--- src/rtl/q4_q8_block_matvec_row_accumulator_defines.svh ---
// Assertion macros used by the row accumulator controller.
`ifndef Q4_Q8_BLOCK_MATVEC_ROW_ACCUMULATOR_DEFINES_SVH
`define Q4_Q8_BLOCK_MATVEC_ROW_ACCUMULATOR_DEFINES_SVH

// Same-cycle implication, checked outside reset.
`define Q4Q8_ASSERT_NOW(lbl, ante, cons, msg) \
    lbl: assert property (@(posedge i_clk) disable iff (!i_rst_n) (ante) |-> (cons)) \
        else $error(msg);

// Next-cycle implication, checked outside reset.
`define Q4Q8_ASSERT_NEXT(lbl, ante, cons, msg) \
    lbl: assert property (@(posedge i_clk) disable iff (!i_rst_n) (ante) |=> (cons)) \
        else $error(msg);

`endif

--- src/rtl/q4q8_pkg.sv ---
// Types and constants for the Q4 x Q8 block row accumulator.
package q4q8_pkg;

    localparam int C_NIBBLE_OFFSET = 8;
    localparam int C_Q_FRAC        = 24;

    localparam logic signed [15:0] C_SUM_MAX = 16'sh7fff;
    localparam logic signed [15:0] C_SUM_MIN = 16'sh8000;
    localparam logic signed [63:0] C_ACC_MAX = 64'sh7fff_ffff_ffff_ffff;
    localparam logic signed [63:0] C_ACC_MIN = 64'sh8000_0000_0000_0000;

    typedef struct packed {
        logic [7:0]        weight_byte;
        logic signed [7:0] act_low;
        logic signed [7:0] act_high;
        logic [31:0]       weight_scale;
        logic [31:0]       act_scale;
        logic              last_in_block;
        logic              last_in_row;
    } t_in_req;

    typedef struct packed {
        logic signed [63:0] row_value;
        logic [15:0]        row_index;
    } t_out_req;

    typedef enum logic [2:0] {
        ST_IDLE,
        ST_MUL_HI,
        ST_MUL_LO,
        ST_TERM,
        ST_ACC,
        ST_EMIT
    } t_state;

    typedef struct packed {
        logic take;
        logic mul_hi;
        logic mul_lo;
        logic term;
        logic acc;
        logic load_out;
    } t_dp_cmd;

    typedef struct packed {
        logic in_end;
        logic end_row;
        logic out_free;
    } t_dp_sts;

endpackage

--- src/rtl/q4q8_dp.sv ---
// Datapath: block sum, scale multiplies, saturating row accumulator, result register.
module q4q8_dp
    import q4q8_pkg::*;
(
    input  logic     i_clk,
    input  logic     i_rst_n,
    input  t_in_req  i_in_req,
    input  logic     i_out_stall,
    input  logic     i_cfg_we,
    input  logic [15:0] i_cfg_data,
    input  t_dp_cmd  i_cmd,
    output t_dp_sts  o_sts,
    output logic     o_out_valid,
    output t_out_req o_out_req
);

    logic signed [15:0] r_blk_sum, n_blk_sum;
    logic [63:0]        r_prod;
    logic               r_end_row;
    logic signed [48:0] r_mh;
    logic signed [48:0] r_ml;
    logic signed [63:0] r_term;
    logic signed [63:0] r_acc;
    logic [15:0]        r_row_cnt;
    logic [15:0]        r_first_row;
    logic               r_out_valid;
    t_out_req           r_out_req;

    logic signed [4:0]  w_lo_w, w_hi_w;
    logic signed [12:0] w_p_lo, w_p_hi;
    logic signed [17:0] w_sum;
    logic signed [32:0] w_mul_op;
    logic signed [48:0] w_mul;
    logic signed [63:0] w_term;
    logic [64:0]        w_acc_sum;
    logic signed [63:0] w_acc_sat;

    always_comb begin
        w_lo_w = $signed({1'b0, i_in_req.weight_byte[3:0]}) - 5'(C_NIBBLE_OFFSET);
        w_hi_w = $signed({1'b0, i_in_req.weight_byte[7:4]}) - 5'(C_NIBBLE_OFFSET);
        w_p_lo = w_lo_w * i_in_req.act_low;
        w_p_hi = w_hi_w * i_in_req.act_high;
        w_sum  = 18'(r_blk_sum) + 18'(w_p_lo) + 18'(w_p_hi);
        if (w_sum > 18'(C_SUM_MAX)) begin
            n_blk_sum = C_SUM_MAX;
        end else if (w_sum < 18'(C_SUM_MIN)) begin
            n_blk_sum = C_SUM_MIN;
        end else begin
            n_blk_sum = w_sum[15:0];
        end
    end

    // One shared 16x33 signed multiplier for both halves of the scale product.
    assign w_mul_op = $signed({1'b0, i_cmd.mul_hi ? r_prod[63:32] : r_prod[31:0]});
    assign w_mul    = r_blk_sum * w_mul_op;

    // floor(s * P / 2^24) = s*Ph*2^8 + floor(s*Pl / 2^24)
    assign w_term = (64'(r_mh) <<< 8) + 64'(r_ml >>> C_Q_FRAC);

    always_comb begin
        w_acc_sum = {r_acc[63], r_acc} + {r_term[63], r_term};
        if (w_acc_sum[64] != w_acc_sum[63]) begin
            w_acc_sat = w_acc_sum[64] ? C_ACC_MIN : C_ACC_MAX;
        end else begin
            w_acc_sat = w_acc_sum[63:0];
        end
    end

    always_ff @(posedge i_clk) begin
        if (!i_rst_n) begin
            r_blk_sum   <= '0;
            r_acc       <= '0;
            r_row_cnt   <= '0;
            r_first_row <= '0;
            r_out_valid <= 1'b0;
        end else begin
            if (i_cfg_we) begin
                r_first_row <= i_cfg_data;
            end
            if (i_cmd.take) begin
                r_blk_sum <= n_blk_sum;
            end else if (i_cmd.acc) begin
                r_blk_sum <= '0;
            end
            if (i_cmd.acc) begin
                r_acc <= w_acc_sat;
            end else if (i_cmd.load_out) begin
                r_acc <= '0;
            end
            if (i_cmd.load_out) begin
                r_row_cnt   <= r_row_cnt + 16'd1;
                r_out_valid <= 1'b1;
            end else if (!i_out_stall) begin
                r_out_valid <= 1'b0;
            end
        end
    end

    always_ff @(posedge i_clk) begin
        if (i_cmd.take) begin
            r_prod    <= 64'(i_in_req.weight_scale) * 64'(i_in_req.act_scale);
            r_end_row <= i_in_req.last_in_row;
        end
        if (i_cmd.mul_hi) begin
            r_mh <= w_mul;
        end
        if (i_cmd.mul_lo) begin
            r_ml <= w_mul;
        end
        if (i_cmd.term) begin
            r_term <= w_term;
        end
        if (i_cmd.load_out) begin
            r_out_req.row_value <= r_acc;
            r_out_req.row_index <= r_first_row + r_row_cnt;
        end
    end

    assign o_sts.in_end   = i_in_req.last_in_block | i_in_req.last_in_row;
    assign o_sts.end_row  = r_end_row;
    assign o_sts.out_free = !r_out_valid || !i_out_stall;
    assign o_out_valid    = r_out_valid;
    assign o_out_req      = r_out_req;

endmodule

--- src/rtl/q4q8_ctrl.sv ---
// Controller: sequences block close and row emit over the datapath.
module q4q8_ctrl
    import q4q8_pkg::*;
(
    input  logic    i_clk,
    input  logic    i_rst_n,
    input  logic    i_in_valid,
    input  t_dp_sts i_sts,
    output logic    o_in_stall,
    output t_dp_cmd o_cmd
);

`include "q4_q8_block_matvec_row_accumulator_defines.svh"

    t_state r_state, n_state;

    always_ff @(posedge i_clk) begin
        if (!i_rst_n) begin
            r_state <= ST_IDLE;
        end else begin
            r_state <= n_state;
        end
    end

    always_comb begin
        n_state = r_state;
        o_cmd   = '0;
        case (r_state)
            ST_IDLE: begin
                o_cmd.take = i_in_valid;
                if (i_in_valid && i_sts.in_end) begin
                    n_state = ST_MUL_HI;
                end
            end
            ST_MUL_HI: begin
                o_cmd.mul_hi = 1'b1;
                n_state      = ST_MUL_LO;
            end
            ST_MUL_LO: begin
                o_cmd.mul_lo = 1'b1;
                n_state      = ST_TERM;
            end
            ST_TERM: begin
                o_cmd.term = 1'b1;
                n_state    = ST_ACC;
            end
            ST_ACC: begin
                o_cmd.acc = 1'b1;
                n_state   = i_sts.end_row ? ST_EMIT : ST_IDLE;
            end
            ST_EMIT: begin
                o_cmd.load_out = i_sts.out_free;
                if (i_sts.out_free) begin
                    n_state = ST_IDLE;
                end
            end
            default: begin
                n_state = ST_IDLE;
            end
        endcase
    end

    assign o_in_stall = (r_state != ST_IDLE);

    `Q4Q8_ASSERT_NOW(a_one_cmd, 1'b1, $onehot0(o_cmd), "more than one datapath command")
    `Q4Q8_ASSERT_NEXT(a_close_seq, o_cmd.take && i_sts.in_end, r_state == ST_MUL_HI,
                      "block close did not start the multiply sequence")
    `Q4Q8_ASSERT_NEXT(a_emit_done, o_cmd.load_out, r_state == ST_IDLE && !o_in_stall,
                      "not idle after loading a result")

endmodule

--- src/rtl/q4_q8_block_matvec_row_accumulator.sv ---
// Top level of the Q4 x Q8 block-quantized row dot product accumulator.
//
// Input channel (i_in_valid / o_in_stall / i_in_req): one packed weight byte
// with its two int8 activations, the Q8.24 block scales and the block/row
// end flags. Output channel (o_out_valid / i_out_stall / o_out_req): one
// request per finished row, the saturated Q.24 row value and the row index.
// Config: i_cfg_we / i_cfg_data set the index reported for the first row.
// A byte that does not close a block leaves the input free; the next one can be
// taken in the following cycle. A byte that closes a block starts the scale
// product sequence (one 32x32 multiply, two passes of a shared 16x33
// multiplier, a term add and the saturating accumulate), and input stalls
// until it ends. A row-closing byte adds an emit state that waits for a free output register and then loads the result.
// The result sits in an output register, so input keeps flowing while it
// waits; only a second row end stalls until the first result is taken.
// Reset (synchronous, active low) clears the block sum, the accumulator,
// the row counter, the first-row index and the output valid.
module q4_q8_block_matvec_row_accumulator
    import q4q8_pkg::*;
(
    input  logic        i_clk,
    input  logic        i_rst_n,
    input  logic        i_in_valid,
    output logic        o_in_stall,
    input  t_in_req     i_in_req,
    output logic        o_out_valid,
    input  logic        i_out_stall,
    output t_out_req    o_out_req,
    input  logic        i_cfg_we,
    input  logic [15:0] i_cfg_data
);

    t_dp_cmd w_cmd;
    t_dp_sts w_sts;

    q4q8_ctrl u_ctrl (
        .i_clk      (i_clk),
        .i_rst_n    (i_rst_n),
        .i_in_valid (i_in_valid),
        .i_sts      (w_sts),
        .o_in_stall (o_in_stall),
        .o_cmd      (w_cmd)
    );

    q4q8_dp u_dp (
        .i_clk       (i_clk),
        .i_rst_n     (i_rst_n),
        .i_in_req    (i_in_req),
        .i_out_stall (i_out_stall),
        .i_cfg_we    (i_cfg_we),
        .i_cfg_data  (i_cfg_data),
        .i_cmd       (w_cmd),
        .o_sts       (w_sts),
        .o_out_valid (o_out_valid),
        .o_out_req   (o_out_req)
    );

endmodule
--- config.mk ---
export PLATFORM = sky130hd
export DESIGN_NAME = q4_q8_block_matvec_row_accumulator
export DESIGN_NICKNAME = d
export VERILOG_FILES = /design/src/rtl/q4q8_pkg.sv /design/src/rtl/q4q8_dp.sv /design/src/rtl/q4q8_ctrl.sv /design/src/rtl/q4_q8_block_matvec_row_accumulator.sv
export VERILOG_INCLUDE_DIRS = /design/src /design/src/rtl
export SDC_FILE = /design/constraint.sdc
export NUM_CORES = 2
export LEC_CHECK = 0
export ABC_AREA = 1
export BUFFER_PORTS_ARGS = -buffer_cell sky130_fd_sc_hd__buf_2
export CAP_MARGIN = 20
export CORE_UTILIZATION = 60
export CTS_BUF_LIST = sky130_fd_sc_hd__clkbuf_4 sky130_fd_sc_hd__clkbuf_8
export DETAILED_ROUTE_END_ITERATION = 16
export GPL_TIMING_DRIVEN = 0
export PLACE_DENSITY = 0.77
export SLEW_MARGIN = 10
export SYNTH_ARGS = -nofsm -noshare
export SYNTH_HDL_FRONTEND = slang
export SYNTH_SLANG_ARGS = --single-unit
--- constraint.sdc ---
create_clock -name i_clk -period 19.25 [get_ports i_clk]
set_input_delay 0.9625 -clock i_clk [delete_from_list [all_inputs] [get_ports i_clk]]
set_output_delay 0.9625 -clock i_clk [all_outputs]
set_load 0.01 [all_outputs]
==> run_results.csv <==
group,metric,value,unit
synthesis,ys_types,57,
synthesis,async_reset_ff_frac,0,
cts,root_buffer,"clkbuf_8",
synthesis,syn_area,0.0780,mm²
critical_path,worstPathMaxFanout,10,
critical_path,endpoint_kind,"flip-flop",
sta,setup-violations-final,0,
synthesis,synth.avg_cell_area,7.95,µm²
placed_design,pre_cts_ws,9.90,ns
min_path,hp-class,"primary input to flip-flop",
synthesis,yosysTopAreaCellShare,0.364,
synthesis,ys_seq_area_frac,0.136,
floorplan,io_pins,193,
route,routed_wl,277,mm
global_route,grt_antenna_before_repair,19,
route,vias_per_cell,5.61,
sta,rsz0062_at_grt,"no",
cts,cts_sinks,393,
synthesis,syn_inst,9813,
floorplan,row_count,131,
cts,cts_setup_buffers,0,
cells_and_area,layout.nets,12200,
sta,fin_skew,0.0677,ns
outcome,status,"completed",
critical_path,r2r_end,"u_dp.r_ml[31]$_DFFE_PP_",
placed_design,gp_congestion,1.11,
placed_design,dpl.hpwl,235,mm
sta,period_share,0.499,
cells_and_area,drive_gt1_frac,0.0499,
critical_path,crit_required,19.64,ns
global_route,grt_max_degree,35,
min_path,min_from,"i_cfg_data[13]",
sta,slew_headroom,0.145,
floorplan,die_y,362,µm
synthesis,ys_dominant_reg_cell,"edfxtp_1",
critical_path,slowest_stage,"xor2_1",
sta,slew_violations,0,
global_route,grt_overflow,0,
global_route,grt_pass1_wl,415,mm
cts,cts-resized-gates,0,
synthesis,ys_top_cells_by_area,"fa_1 36%, inv_1 13%, nand2_1 12%",
sta,holdWs,0.430,ns
sta,worst_slack,9.65,ns
sta,setup_tns,0,ns
synthesis,synth_common_cells,"2655 x inv_1, 2392 x nand2_1, 1417 x fa_1",
synthesis,syn_nets,11900,
critical_path,r2r-start,"u_ctrl.r_state[0]$_SDFFE_PN0P_",
route,antenna_left,0,
floorplan,start_util,0.608,
min_path,min_to,"u_dp.r_first_row[13]$_SDFFE_PN0P_",
cts,cts_tree,"yes",
critical_path,timing_worst_setup_path_type,"flip-flop to flip-flop",
route,firstDrtPassIters,10,
floorplan,dieArea,0.131,mm²
critical_path,start_kind,"flip-flop",
sta,hold_viol,0,
cts,path_clk_slew,0.08,ns
cts,numCtsBuffers,67,
critical_path,reg2regPathDepth,29,
synthesis,post-synth-top-count-cell,"inv_1",
placed_design,placed_cells,11700,
global_route,grt_pass1_vias,69000,
placed_design,portBuffers,185,
cts,cts.path.max_buffers,3,
job,maxCapViolCount,0,
synthesis,synth-edff-count,277,
min_path,hold_path_depth,3,
cells_and_area,final_cells,11900,
cts,cts_max_level,3,
cells_and_area,area_growth_syn_to_layout,6.49,%
floorplan,die_w,362,µm
critical_path,r2r_setup_slack,9.65,ns
global_route,grt_use_total,0.433,
critical_path,worstPathArrival,9.99,ns
synthesis,yosys_warnings,0,
route,drc,0,
cts,clkLatencyLatePin,0.76,ns
synthesis,yosys.area.top_type,"fa_1",
cts,postCtsHoldBufs,0,
critical_path,worst_path_largest_cell_delay,0.73,ns
sta,timing.fmax,104,MHz
route,wl_per_cell,23.3,µm
sta,fin_crit,9.60,ns
floorplan,core-area,0.128,mm²
route,first_iter_violations,7212,
route,vias,66800,
sta,worst_slew_pin_slew,1.28,ns
synthesis,synth-seq-cells,393,
==> per-layer routing <==
layer  up-vias  part of all wire  global-route usage
met5         -           0.00075             0.00629
met4        16             0.071               0.261
met3       956              0.13               0.136
met2      3973              0.43               0.650
met1     32400              0.37               0.549
li1      29400                 -                   -
==> cells by family (layout without fill, tap and decap cells) <==
| logic type | count (synthesis) | after routing | share of synthesized area |
|---|---|---|---|
| simple gates | 3405 | 3405 | 0.173 |
| buf+inv | 2983 | 3322 | 0.145 |
| fa+ha+maj | 2025 | 2025 | 0.461 |
| compound gates | 781 | 781 | 0.0592 |
| flops | 393 | 393 | 0.136 |
| xor+xnor | 226 | 226 | 0.0254 |
| other cells | 0 | 14 | 0 |
==> cell type report <==
cell class | instances | area, µm²
inverter | 2667 | 10000
timing repair buffer | 218 | 1400
antenna | 14 | 35.0
fill | 11300 | 45100
tap | 1729 | 2160
sequential | 393 | 10600
multi-input combinational | 6437 | 56100
buffer | 316 | 1270
clock buffer | 88 | 1120
clock inverter | 33 | 324
==> placed cells by master (no fill, tap or decap), types with 20 or more instances in the layout <==
master	n
fa_1	1417
nand2_1	2392
xor2_1	123
a21o_1	29
or2_2	40
nor3_1	49
o21bai_1	34
o21ai_0	182
nand4_1	21
a21oi_2	63
dfxtp_1	116
nor2_1	622
nand3b_1	20
edfxtp_1	277
a31oi_1	39
nand3_1	201
ha_1	608
clkbuf_1	286
a21oi_1	338
nor4_1	21
inv_1	2655
buf_2	194
xnor2_1	103
clkbuf_8	73
==> per-stage QoR <==
stage / utilization / cell area [µm²]
floorplan: - / 78000
global placement: 0.632 / 81100
detailed placement: 0.635 / 81400
CTS: 0.646 / 82800
global route: 0.648 / 83000
finish: 0.648 / 83000
==> worst max path at each step <==
stage                     cells past startpoint  slack (ns)                        end                           start
final                                        29        9.65    u_dp.r_ml[31]$_DFFE_PP_  u_ctrl.r_state[0]$_SDFFE_PN0P_
after global routing                         29        9.17    u_dp.r_mh[31]$_DFFE_PP_  u_ctrl.r_state[0]$_SDFFE_PN0P_
after CTS                                    29        9.98    u_dp.r_mh[31]$_DFFE_PP_  u_ctrl.r_state[0]$_SDFFE_PN0P_
after detailed placement                     26        9.90  u_dp.r_prod[51]$_DFFE_PP_                    i_in_req[10]
after global placement                       30        7.99    u_dp.r_ml[31]$_DFFE_PP_  u_ctrl.r_state[0]$_SDFFE_PN0P_
after floorplan                              30       11.20    u_dp.r_mh[39]$_DFFE_PP_  u_ctrl.r_state[0]$_SDFFE_PN0P_
==> sequential cells by signal, summed over array words and instances (netlist names) <==
name and count:
u_dp.r_ml 25, u_dp.r_row_cnt 16, u_dp.r_blk_sum 16, u_ctrl.r_state 3, u_dp.o_out_valid 1, u_dp.r_end_row 1, u_dp.r_prod 64, u_dp.o_out_req 80
u_dp.r_first_row 16, u_dp.r_acc 64, u_dp.r_term 58, u_dp.r_mh 49
==> worst max-delay path: cells and delay by family, from the launching register on <==
kind | cells | cell delay, ns
DFF | 1 | 0.39
AOI/OAI and AO/OA | 4 | 1.21
adders and majority gates | 7 | 3.51
and+or+nand+nor | 9 | 1.71
buffers and inverters | 8 | 1.68
xor gates and xnor gates | 1 | 0.73
Power is not shown: default switching activity piles up to over one toggle a cycle in this logic, so the estimate is an artifact.
